===== src/rtl/cfp_pkg.sv =====
// Shared types and constants for the command frame parser.
package cfp_pkg;

	localparam int QUEUE_DEPTH = 4;

	localparam logic [7:0] HEADER_FIRST_RST  = 8'hAB;
	localparam logic [7:0] HEADER_SECOND_RST = 8'hBA;

	localparam logic REG_HEADER_FIRST  = 1'b0;
	localparam logic REG_HEADER_SECOND = 1'b1;

	localparam logic [7:0] CMD_PULSE    = 8'd8;
	localparam logic [7:0] CMD_CTRL_MAX = 8'd14;
	localparam logic [7:0] CMD_GAIN     = 8'd50;
	localparam logic [7:0] CMD_INTERVAL = 8'd98;
	localparam logic [7:0] CMD_MODE     = 8'd99;

	localparam logic [3:0] PULSE_TARGET = 4'd8;

	localparam logic [7:0] GAIN1_LSB_ADDR = 8'h0B;
	localparam logic [7:0] GAIN1_MSB_ADDR = 8'h0C;
	localparam logic [7:0] GAIN2_LSB_ADDR = 8'h0F;
	localparam logic [7:0] GAIN2_MSB_ADDR = 8'h10;

	localparam logic [31:0] MODE_MASK = 32'h0000_00FF;

	typedef enum logic [1:0] {
		KIND_CTRL     = 2'd0,
		KIND_GAIN     = 2'd1,
		KIND_INTERVAL = 2'd2,
		KIND_MODE     = 2'd3
	} kind_t;

	typedef enum logic [2:0] {
		OP_CTRL     = 3'd0,
		OP_PULSE    = 3'd1,
		OP_GAIN     = 3'd2,
		OP_INTERVAL = 3'd3,
		OP_MODE     = 3'd4
	} op_t;

	typedef struct packed {
		op_t         op;
		logic [3:0]  target;
		logic [31:0] value;
	} entry_t;

	typedef struct packed {
		logic full;
		logic empty;
	} queue_stat_t;

endpackage


===== src/rtl/command_frame_parser_unit.sv =====
// Top level of the command frame parser: front, frame queue and action sequencer.
//
// Usage:
//   rx channel (rx_valid/rx_ready/rx_byte) takes one received byte per item.
//   action channel (action_valid/action_ready/...) gives the decoded actions,
//   with last marking the final action of a frame.
//   cfg_we/cfg_index/cfg_data write the two header bytes (index 0, 1).
// Throughput: one byte per cycle in, one action per cycle out, while not stalled.
// Path: the frame is pushed into the queue when its last value byte is
//   accepted, and the sequencer then loads its first action into the output
//   register; a frame gives 0 to 4 actions, set by the sequencer's step counter.
// Reset: headers return to 0xAB 0xBA, the hunt restarts, the queue empties.
// Stall: the output register and a queue of QUEUE_DEPTH frames absorb a
//   stalled receiver; rx_ready drops only on the last byte of a frame
//   while the queue is full.
module command_frame_parser_unit #(
	parameter int QUEUE_DEPTH = cfp_pkg::QUEUE_DEPTH
) (
	input  logic        clk,
	input  logic        arst_n,
	input  logic        cfg_we,
	input  logic        cfg_index,
	input  logic [7:0]  cfg_data,
	input  logic        rx_valid,
	output logic        rx_ready,
	input  logic [7:0]  rx_byte,
	output logic        action_valid,
	input  logic        action_ready,
	output logic [1:0]  action_kind,
	output logic [3:0]  target_register,
	output logic [31:0] payload,
	output logic        last
);

	cfp_pkg::queue_stat_t q_stat;
	cfp_pkg::entry_t      q_entry;
	cfp_pkg::entry_t      q_head;
	logic                 q_push;
	logic                 q_pop;

	cfp_front u_front (
		.clk       (clk),
		.arst_n    (arst_n),
		.cfg_we    (cfg_we),
		.cfg_index (cfg_index),
		.cfg_data  (cfg_data),
		.rx_valid  (rx_valid),
		.rx_ready  (rx_ready),
		.rx_byte   (rx_byte),
		.q_stat    (q_stat),
		.q_push    (q_push),
		.q_entry   (q_entry)
	);

	cfp_queue #(
		.DEPTH (QUEUE_DEPTH)
	) u_queue (
		.clk        (clk),
		.arst_n     (arst_n),
		.push       (q_push),
		.push_entry (q_entry),
		.pop        (q_pop),
		.head       (q_head),
		.stat       (q_stat)
	);

	cfp_back u_back (
		.clk             (clk),
		.arst_n          (arst_n),
		.head            (q_head),
		.q_stat          (q_stat),
		.q_pop           (q_pop),
		.action_valid    (action_valid),
		.action_ready    (action_ready),
		.action_kind     (action_kind),
		.target_register (target_register),
		.payload         (payload),
		.last            (last)
	);

`ifndef SYNTHESIS
	a_no_overflow: assert property (@(posedge clk) disable iff (!arst_n)
		!(q_push && q_stat.full))
		else $error("frame pushed into a full queue");

	a_no_underflow: assert property (@(posedge clk) disable iff (!arst_n)
		q_pop |-> !q_stat.empty)
		else $error("frame popped from an empty queue");

	a_target_zero: assert property (@(posedge clk) disable iff (!arst_n)
		(action_valid && (action_kind != cfp_pkg::KIND_CTRL)) |-> (target_register == 4'd0))
		else $error("nonzero target on a non-register action");

	a_empty_idle: assert property (@(posedge clk) disable iff (!arst_n)
		(q_stat.empty && (!action_valid || action_ready)) |=> !action_valid)
		else $error("action shown with no queued frame");
`endif

endmodule


===== src/rtl/cfp_front.sv =====
// Byte acceptance, header hunt, frame gathering and command classification.
module cfp_front (
	input  logic                 clk,
	input  logic                 arst_n,
	input  logic                 cfg_we,
	input  logic                 cfg_index,
	input  logic [7:0]           cfg_data,
	input  logic                 rx_valid,
	output logic                 rx_ready,
	input  logic [7:0]           rx_byte,
	input  cfp_pkg::queue_stat_t q_stat,
	output logic                 q_push,
	output cfp_pkg::entry_t      q_entry
);

	typedef enum logic [2:0] {
		PH_HUNT  = 3'b001,
		PH_CMD   = 3'b010,
		PH_VALUE = 3'b100
	} phase_t;

	phase_t      phase_q;
	logic [1:0]  byte_index_q;
	logic [7:0]  command_q;
	logic [23:0] gather_q;
	logic [7:0]  header_first_q;
	logic [7:0]  header_second_q;

	logic frame_end;
	logic accept;
	logic known;

	always_ff @(posedge clk or negedge arst_n) begin
		if (!arst_n) begin
			header_first_q  <= cfp_pkg::HEADER_FIRST_RST;
			header_second_q <= cfp_pkg::HEADER_SECOND_RST;
		end else if (cfg_we) begin
			unique case (cfg_index)
				cfp_pkg::REG_HEADER_FIRST:  header_first_q  <= cfg_data;
				cfp_pkg::REG_HEADER_SECOND: header_second_q <= cfg_data;
				default: ;
			endcase
		end
	end

	always_comb begin
		frame_end = (phase_q == PH_VALUE) && (byte_index_q == 2'd3);
		rx_ready  = !(frame_end && q_stat.full);
		accept    = rx_valid && rx_ready;

		known          = 1'b1;
		q_entry.op     = cfp_pkg::OP_CTRL;
		q_entry.target = 4'd0;
		q_entry.value  = {gather_q, rx_byte};
		priority if (command_q == cfp_pkg::CMD_PULSE) begin
			q_entry.op     = cfp_pkg::OP_PULSE;
			q_entry.target = cfp_pkg::PULSE_TARGET;
		end else if (command_q <= cfp_pkg::CMD_CTRL_MAX) begin
			q_entry.op     = cfp_pkg::OP_CTRL;
			q_entry.target = command_q[3:0];
		end else if (command_q == cfp_pkg::CMD_GAIN) begin
			q_entry.op = cfp_pkg::OP_GAIN;
		end else if (command_q == cfp_pkg::CMD_INTERVAL) begin
			q_entry.op = cfp_pkg::OP_INTERVAL;
		end else if (command_q == cfp_pkg::CMD_MODE) begin
			q_entry.op = cfp_pkg::OP_MODE;
		end else begin
			known = 1'b0;
		end

		q_push = accept && frame_end && known;
	end

	always_ff @(posedge clk or negedge arst_n) begin
		if (!arst_n) begin
			phase_q      <= PH_HUNT;
			byte_index_q <= 2'd0;
			command_q    <= 8'd0;
			gather_q     <= 24'd0;
		end else if (accept) begin
			unique case (phase_q)
				PH_CMD: begin
					command_q    <= rx_byte;
					byte_index_q <= 2'd0;
					phase_q      <= PH_VALUE;
				end
				PH_VALUE: begin
					if (byte_index_q != 2'd3) begin
						gather_q     <= {gather_q[15:0], rx_byte};
						byte_index_q <= byte_index_q + 2'd1;
					end else begin
						byte_index_q <= 2'd0;
						phase_q      <= PH_HUNT;
					end
				end
				default: begin
					phase_q <= PH_HUNT;
					if (byte_index_q == 2'd0) begin
						byte_index_q <= (rx_byte == header_first_q) ? 2'd1 : 2'd0;
					end else begin
						if (rx_byte == header_second_q) begin
							phase_q <= PH_CMD;
						end
						byte_index_q <= 2'd0;
					end
				end
			endcase
		end
	end

endmodule


===== src/rtl/cfp_queue.sv =====
// Short queue of classified frames between the front and back parts.
module cfp_queue #(
	parameter int DEPTH = cfp_pkg::QUEUE_DEPTH
) (
	input  logic                  clk,
	input  logic                  arst_n,
	input  logic                  push,
	input  cfp_pkg::entry_t       push_entry,
	input  logic                  pop,
	output cfp_pkg::entry_t       head,
	output cfp_pkg::queue_stat_t  stat
);

	localparam int ADDR_W = (DEPTH > 1) ? $clog2(DEPTH) : 1;
	localparam int CNT_W  = $clog2(DEPTH + 1);

	cfp_pkg::entry_t    mem_q [DEPTH];
	logic [ADDR_W-1:0]  wr_ptr_q;
	logic [ADDR_W-1:0]  rd_ptr_q;
	logic [CNT_W-1:0]   count_q;

	function automatic logic [ADDR_W-1:0] next_ptr(input logic [ADDR_W-1:0] p);
		next_ptr = (p == ADDR_W'(DEPTH - 1)) ? '0 : p + ADDR_W'(1);
	endfunction

	assign stat.full  = (count_q == CNT_W'(DEPTH));
	assign stat.empty = (count_q == '0);
	assign head       = mem_q[rd_ptr_q];

	always_ff @(posedge clk) begin
		if (push) begin
			mem_q[wr_ptr_q] <= push_entry;
		end
	end

	always_ff @(posedge clk or negedge arst_n) begin
		if (!arst_n) begin
			wr_ptr_q <= '0;
			rd_ptr_q <= '0;
			count_q  <= '0;
		end else begin
			if (push) begin
				wr_ptr_q <= next_ptr(wr_ptr_q);
			end
			if (pop) begin
				rd_ptr_q <= next_ptr(rd_ptr_q);
			end
			unique case ({push, pop})
				2'b10:   count_q <= count_q + CNT_W'(1);
				2'b01:   count_q <= count_q - CNT_W'(1);
				default: ;
			endcase
		end
	end

endmodule


===== src/rtl/cfp_back.sv =====
// Action sequencer: expands each queued frame into its actions.
module cfp_back (
	input  logic                 clk,
	input  logic                 arst_n,
	input  cfp_pkg::entry_t      head,
	input  cfp_pkg::queue_stat_t q_stat,
	output logic                 q_pop,
	output logic                 action_valid,
	input  logic                 action_ready,
	output logic [1:0]           action_kind,
	output logic [3:0]           target_register,
	output logic [31:0]          payload,
	output logic                 last
);

	logic [1:0]  step_q;
	logic        valid_q;
	logic [1:0]  kind_q;
	logic [3:0]  target_q;
	logic [31:0] payload_q;
	logic        last_q;

	logic           load;
	logic           take;
	cfp_pkg::kind_t nxt_kind;
	logic [3:0]     nxt_target;
	logic [31:0]    nxt_payload;
	logic           nxt_last;
	logic [7:0]     gain_addr;
	logic [7:0]     gain_byte;

	always_comb begin
		unique case (step_q)
			2'd0:    gain_addr = cfp_pkg::GAIN1_LSB_ADDR;
			2'd1:    gain_addr = cfp_pkg::GAIN1_MSB_ADDR;
			2'd2:    gain_addr = cfp_pkg::GAIN2_LSB_ADDR;
			default: gain_addr = cfp_pkg::GAIN2_MSB_ADDR;
		endcase
		gain_byte = step_q[0] ? head.value[15:8] : head.value[7:0];

		nxt_kind    = cfp_pkg::KIND_CTRL;
		nxt_target  = head.target;
		nxt_payload = head.value;
		nxt_last    = 1'b1;
		unique case (head.op)
			cfp_pkg::OP_PULSE: begin
				nxt_payload = {31'd0, (step_q == 2'd0)};
				nxt_last    = (step_q == 2'd1);
			end
			cfp_pkg::OP_GAIN: begin
				nxt_kind    = cfp_pkg::KIND_GAIN;
				nxt_payload = {16'd0, gain_addr, gain_byte};
				nxt_last    = (step_q == 2'd3);
			end
			cfp_pkg::OP_INTERVAL: begin
				nxt_kind = cfp_pkg::KIND_INTERVAL;
			end
			cfp_pkg::OP_MODE: begin
				nxt_kind    = cfp_pkg::KIND_MODE;
				nxt_payload = head.value & cfp_pkg::MODE_MASK;
			end
			default: ;
		endcase

		load  = !valid_q || action_ready;
		take  = load && !q_stat.empty;
		q_pop = take && nxt_last;
	end

	always_ff @(posedge clk or negedge arst_n) begin
		if (!arst_n) begin
			valid_q <= 1'b0;
			step_q  <= 2'd0;
		end else if (load) begin
			valid_q <= !q_stat.empty;
			if (take) begin
				step_q <= nxt_last ? 2'd0 : step_q + 2'd1;
			end
		end
	end

	always_ff @(posedge clk) begin
		if (take) begin
			kind_q    <= nxt_kind;
			target_q  <= nxt_target;
			payload_q <= nxt_payload;
			last_q    <= nxt_last;
		end
	end

	assign action_valid    = valid_q;
	assign action_kind     = kind_q;
	assign target_register = target_q;
	assign payload         = payload_q;
	assign last            = last_q;

endmodule


===== config.mk =====
export PLATFORM = sky130hd
export DESIGN_NAME = command_frame_parser_unit
export DESIGN_NICKNAME = d
export VERILOG_FILES = /design/src/rtl/cfp_pkg.sv /design/src/rtl/command_frame_parser_unit.sv /design/src/rtl/cfp_front.sv /design/src/rtl/cfp_queue.sv /design/src/rtl/cfp_back.sv
export SDC_FILE = /design/constraint.sdc
export NUM_CORES = 1
export LEC_CHECK = 0
export BUFFER_PORTS_ARGS = -buffer_cell sky130_fd_sc_hd__clkbuf_2
export CAP_MARGIN = 40
export CORE_UTILIZATION = 45
export DETAILED_ROUTE_END_ITERATION = 7
export PLACE_DENSITY = 0.71
export SLEW_MARGIN = 10
export SYNTH_ARGS = -nofsm -noshare
export SYNTH_HDL_FRONTEND = slang
export SYNTH_HIERARCHICAL = 1
export SYNTH_SLANG_ARGS = --single-unit

===== constraint.sdc =====
create_clock -name clk -period 5.6 [get_ports clk]
set_input_delay 0 -clock clk [delete_from_list [all_inputs] [get_ports clk]]
set_output_delay 0 -clock clk [all_outputs]
set_load 0.02 [all_outputs]

# ---- Yosys cells after proc, flatten, opt, wreduce, memory -nomap -nowiden
# Memory sizes are Yosys's and may differ from the RTL's.
# Cells that the tools add are included.
dict set report word_totals {
  reg_bits 102
  mem_bits_rw 156
  in_bits 22
  out_inout_bits 41
  elab_cells 98
  mem_count 1
}
# memory depth width rd rd_ports_with_merged_regs write_ports line_no
set memory_table {}
lappend memory_table {u_queue.mem_q 4 39 1 0 1 cfp_queue.sv:17} ;# cfp_pkg::entry_t mem_q [DEPTH];
dict set report op_classes {
  n_addsub 6
  n_lt_le_gt_ge 1
  eq_ne 23
  mux 30
  bitwise 1
  n_reduce_logical 21
}
# operator n
set ops {}
lappend ops {{$pmux W32 S3} 1}
lappend ops {{$mux W3} 6}
lappend ops {{$eq A8 B7 Y1 const B} 2}
lappend ops {{$eq A8 B8 Y1} 2}
lappend ops {{$pmux W5 S3} 1}
lappend ops {{$eq A2 B2 Y1 const B} 6}
lappend ops {{$mux W2} 6}
lappend ops {{$pmux W3 S2} 2}
lappend ops {{$reduce_and A2 Y1} 5}
lappend ops {{$eq A3 B2 Y1 const B} 3}
lappend ops {{$eq A3 B3 Y1 const B} 3}
lappend ops {{$add A2 B1 Y2 const B} 4}
lappend ops {{$eq A8 B4 Y1 const B} 1}
lappend ops {{$eq A8 B6 Y1 const B} 1}
lappend ops {{$le A8 B4 Y1 const B} 1}
lappend ops {{$mux W1} 8}
lappend ops {{$mux W8} 1}
lappend ops {{$logic_and A1 B1 Y1} 7}
lappend ops {{$mux W7} 1}
lappend ops {{$pmux W2 S3} 1}
lappend ops {{$eq A2 B1 Y1 const B} 2}
lappend ops {{$logic_not A2 Y1} 2}
lappend ops {{$mux W4} 1}
lappend ops {{$ne A2 B2 Y1 const B} 2}
lappend ops {{11 further kinds} 13}

# ---- Depth between registers and ports, before layout
dict set report logic_depth {
  depth_word 9
  depth_mapped 12
  mapped_depth_nobuf 12
}

# ---- Hierarchy
# The synthesis kept the hierarchy.
# mod instances cells_per_inst area_per_inst_um2 seq_area_each_um2
set by_module_without_submodules {}
lappend by_module_without_submodules {cfp_queue 1 242 6093.3 4859.7}
lappend by_module_without_submodules {cfp_front 1 187 2521.2 1340.0}
lappend by_module_without_submodules {cfp_back 1 116 1851.8 1246.2}

# ---- Least setup slack after synthesis
# OpenSTA, ideal clock, no wires.
dict set report synth_timing {
  path_type {register -> register}
  from {register u_queue.rd_ptr_q[0]}
  to {register u_queue.count_q[2]}
  setup_time_ns 0.079
  arrival_time_ns 2.813
  path_slack_ns 2.708
  stages_incl_launch_ff 13
  path_buffers 3
  synth_period_minus_slack_ns 2.892
  path_cell_list {dfrtp_1 buf_6 buf_12 mux4_2 buf_4 nor4b_2 nor3_1 ha_1 inv_1 fa_1 xor2_1 nor2_1 xor2_1}
}
# item line_no
set synth_rtl {}
lappend synth_rtl {{start, declared} cfp_queue.sv:19} ;# logic [ADDR_W-1:0] rd_ptr_q;
lappend synth_rtl {{start signal, assigned} cfp_queue.sv:46} ;# rd_ptr_q <= next_ptr(rd_ptr_q);
lappend synth_rtl {{end signal, assigned} cfp_queue.sv:49} ;# 2'b10: count_q <= count_q + CNT_W'(1);
lappend synth_rtl {{end signal, assigned} cfp_queue.sv:50} ;# 2'b01: count_q <= count_q - CNT_W'(1);
lappend synth_rtl {{end, declared} cfp_queue.sv:20} ;# logic [CNT_W-1:0] count_q;

==> key figures <==
Floorplan
  – Die X-Extent: 155 µm
  – Row cnt: 55
  – Die footprint: 0.0239 mm²
  – Initial Util: 46.1%
  – Number of primary I/O pins: 63
  – Chip Height: 155 µm
  – Core box area: 0.0227 mm²

Setup path
  – Cell mode on critical path: xor2_1
  – Setup CP Type: reg -> reg
  – Worst path slowest cell: dfrtp_2
  – R2R setup slack: 2220 ps
  – CP startpoint kind: flop
  – Critical Path AT: 3820 ps
  – Critical Path RT: 6040 ps
  – CP Cell Sequence: mux4_2 > nor4b_2 > nor3_1 > ha_1 > inv_1 > fa_1 > xor2_1 > nor2_1 > xor2_1
  – Worst Reg-to-Reg Cells: 9
  – Largest stage delay, worst path: 730 ps
  – Crit-path max FO: 19
  – Reg2reg start: u_queue/rd_ptr_q[0]$_DFFE_PN0P_
  – CP endpoint kind: flop
  – Crit path capture: u_queue/count_q[2]$_DFFE_PN0P_
  – Reg2reg end: u_queue/count_q[2]$_DFFE_PN0P_
  – CP Launch Point: u_queue/rd_ptr_q[0]$_DFFE_PN0P_

CTS
  – Clock net sink count: 258
  – CTS tree: yes
  – CTS resizes: 0
  – Clock transition at the registers of the reported paths: 60 ps
  – Root Driver: clkbuf_16
  – Clock buffer depth: 3
  – Num CTS Buffers: 26
  – H-tree level count: 1
  – Worst skew pair latency: 530 ps

Route
  – Avg WL per Cell: 20.0 µm
  – Vias post-DR: 5085
  – Drt pass-1 iters: 4
  – Routed Wire Length: 18.9 mm
  – Vias per cell: 5.39
  – Routed Antenna Nets: 0
  – Drt first-iter violations: 327
  – DRC viols: 0

Pwr
  – Leak: 4.56 nW
  – PwrDens: 461 mW/mm²
  – Maximum vdd drop: 268 µV

STA
  – Min cycle time layout: 3380 ps
  – Slew Viols, Final: 0
  – Clock Skew: 11.6 ps
  – RSZ-0062 raised after global routing: false
  – Setup TNS: 0 ps
  – Fmax: 296 MHz
  – Final Cycle Share: 60.4%
  – Max-slew headroom: 51.4%
  – Worst-margin pin slew: 729 ps
  – Final setup fails: 0
  – Crit path setup slack, layout: 2220 ps
  – Final hold violation count: 0

Logic synthesis
  – Avg Cell Area, Syn: 19.2 µm²
  – Async SR Flop Fraction: 24.4%
  – Sequential area share after synthesis: 71.1%
  – Yosys cell types: 57
  – Register bit total from synthesis: 258
  – Net Count, Synth: 581
  – EDFF count, synth: 195
  – Yosys warning count: 6
  – Post-synth top flop: edfxtp_1
  – Post-synthesis instance total: 545
  – Post-Syn Area: 0.0105 mm²

Placed design
  – Dpl cells: 873
  – Pre-CTS WS: 2250 ps
  – RD Place Congestion: 0.773
  – Port bufs: 62
  – Detailed placement HPWL: 12.2 mm

Min path
  – Hold Crit Class: in -> reg

Cells and area
  – Utilization after layout: 52.9%
  – Diode count: 0
  – Share of layout cells above drive strength 1: 34.7%
  – Area growth syn-to-layout: 14.8%
  – Nets: 674
  – Final cell count without fillers: 943
  – Filler cells: 1763

Global routing
  – All-Layer GR Usage: 16.5%
  – First-pass GRT wire length: 29.8 mm
  – Number of global-route vias before repair: 5395
  – Global route overflow: 0
  – Pin count of the biggest net entering global routing: 64
  – Initial antenna violation count: 0

Run status
  – Outcome: complete, no violations

Job
  – Maximum capacitance violations: 0
## layout by cell type, fill, tap and decap left out, types with 3 or more instances in the layout
| cell | n |
|---|---|
| nor2b_1 | 3 |
| clkbuf_2 | 62 |
| clkbuf_16 | 26 |
| a21oi_1 | 6 |
| dfstp_2 | 11 |
| clkinv_4 | 3 |
| a22o_1 | 10 |
| dlygate4sd3_1 | 21 |
| clkinv_1 | 3 |
| xor2_1 | 18 |
| edfxtp_1 | 195 |
| and2_2 | 4 |
| mux2_2 | 50 |
| and2_1 | 23 |
| dfrtp_1 | 51 |
| o21ai_0 | 7 |
| xnor2_1 | 4 |
| clkinv_2 | 5 |
| and3_1 | 4 |
| nor2_1 | 7 |
| ha_1 | 13 |
| nand2_1 | 7 |
| inv_1 | 12 |
| clkbuf_1 | 5 |
| clkinvlp_4 | 4 |
| nor3_1 | 7 |
| mux4_2 | 38 |
| buf_4 | 4 |
| buf_12 | 4 |
| a21o_1 | 5 |
## critical path: cells and delay by family, from the launching register on
family | cells | cell delay (ps)
buf+inv | 1 | 70
fa+ha+maj | 2 | 660
flops | 1 | 730
simple gates | 3 | 770
xor+xnor | 2 | 340
mux | 1 | 720
## per-stage QoR
stage	cell area (µm²)	hold WS (ps)	total power, mW
finish	12000	66.4	5.54
global route	12000	90.7	5.80
CTS	12000	46.5	5.60
detailed placement	11000	251	4.01
global placement	10900	239	3.95
floorplan	10500	-296	3.69
## sequential cells by signal (all words and copies together), names as in the netlist
register                 cells
u_back/action_kind           2
u_back/action_valid          1
u_back/last                  1
u_back/payload              32
u_back/step_q                2
u_back/target_register       4
u_front/byte_index_q         2
u_front/command_q            8
u_front/gather_q            24
u_front/header_first_q       8
u_front/header_second_q      8
u_front/phase_q              3
u_queue/count_q              3
u_queue/mem_q              156
u_queue/rd_ptr_q             2
u_queue/wr_ptr_q             2
## worst min path at each step
stage,startpoint,endpoint,slack [ps],cells past startpoint
final,cfg_we,u_front/header_second_q[2]$_DFFE_PN0P_,70,3
after global routing,cfg_we,u_front/header_second_q[0]$_DFFE_PN0P_,90,3
after CTS,cfg_we,u_front/header_second_q[0]$_DFFE_PN0P_,50,3
after detailed placement,arst_n,u_front/header_first_q[4]$_DFFE_PN0P_,250,2
after global placement,arst_n,u_front/header_first_q[4]$_DFFE_PN0P_,240,2
after floorplan,arst_n,u_back/action_valid$_DFFE_PN0N_,-300,0
## layout make-up
| class | instances | area, µm² | area share, % |
|---|---|---|---|
| timing repair buffer | 92 | 658 | 5.48 |
| clock buffer | 31 | 669 | 5.57 |
| multi-input combinational | 248 | 2720 | 22.6 |
| sequential | 258 | 7450 | 62.0 |
| clock inverter | 17 | 120 | 1.00 |
| tap | 285 | 357 | 2.97 |
| inverter | 12 | 45.0 | 0.375 |
## report_power, final
group,switching [mW],leakage (nW),internal (mW)
Clock,0.709,0.376,0.866
Combinational,0.784,1.54,0.630
Sequential,0.173,2.64,2.37
## logic make-up (layout without fill, tap and decap cells)
family	after synthesis	count (layout)	synth area share, %
flip-flops	258	258	71.1
multiplexers	91	91	14.1
AND/OR/NAND/NOR	81	81	5.43
XOR/XNOR	23	23	2.00
buffers and inverters	39	152	2.96
AO/OA/AOI/OAI	39	39	2.61
adder cells (fa/ha/maj)	14	14	1.75
## layer usage
| metal | track usage (%) | share of wire [%] |
|---|---|---|
| met4 | 4.57 | 2.1 |
| met5 | 0 | 0 |
| met2 | 29.0 | 50 |
| met3 | 2.75 | 5.7 |
| met1 | 21.1 | 42 |
## cells in the mapped netlist (all sizes together) (7+ instances only)
| cell | number | area [µm²] |
|---|---|---|
| nand2 | 7 | 26.3 |
| nor3 | 7 | 35.0 |
| o21ai | 9 | 45.0 |
| inv | 12 | 45.0 |
| xor2 | 19 | 174 |
| edfxtp | 195 | 5860 |
| buf | 25 | 258 |
| dfstp | 11 | 289 |
| nor2 | 9 | 57.6 |
| a22o | 10 | 87.6 |
| mux4 | 39 | 882 |
| mux2 | 50 | 563 |
| dfrtp | 52 | 1300 |
| and2 | 27 | 169 |
| ha | 13 | 163 |
## timing repair
action | in CTS | in global routing
endpoints found under the hold margin | 124 | 1
buffers inserted | 0 | 0
hold buffers | 20 | 1
Note: power is estimated with default switching activity, not from simulation.
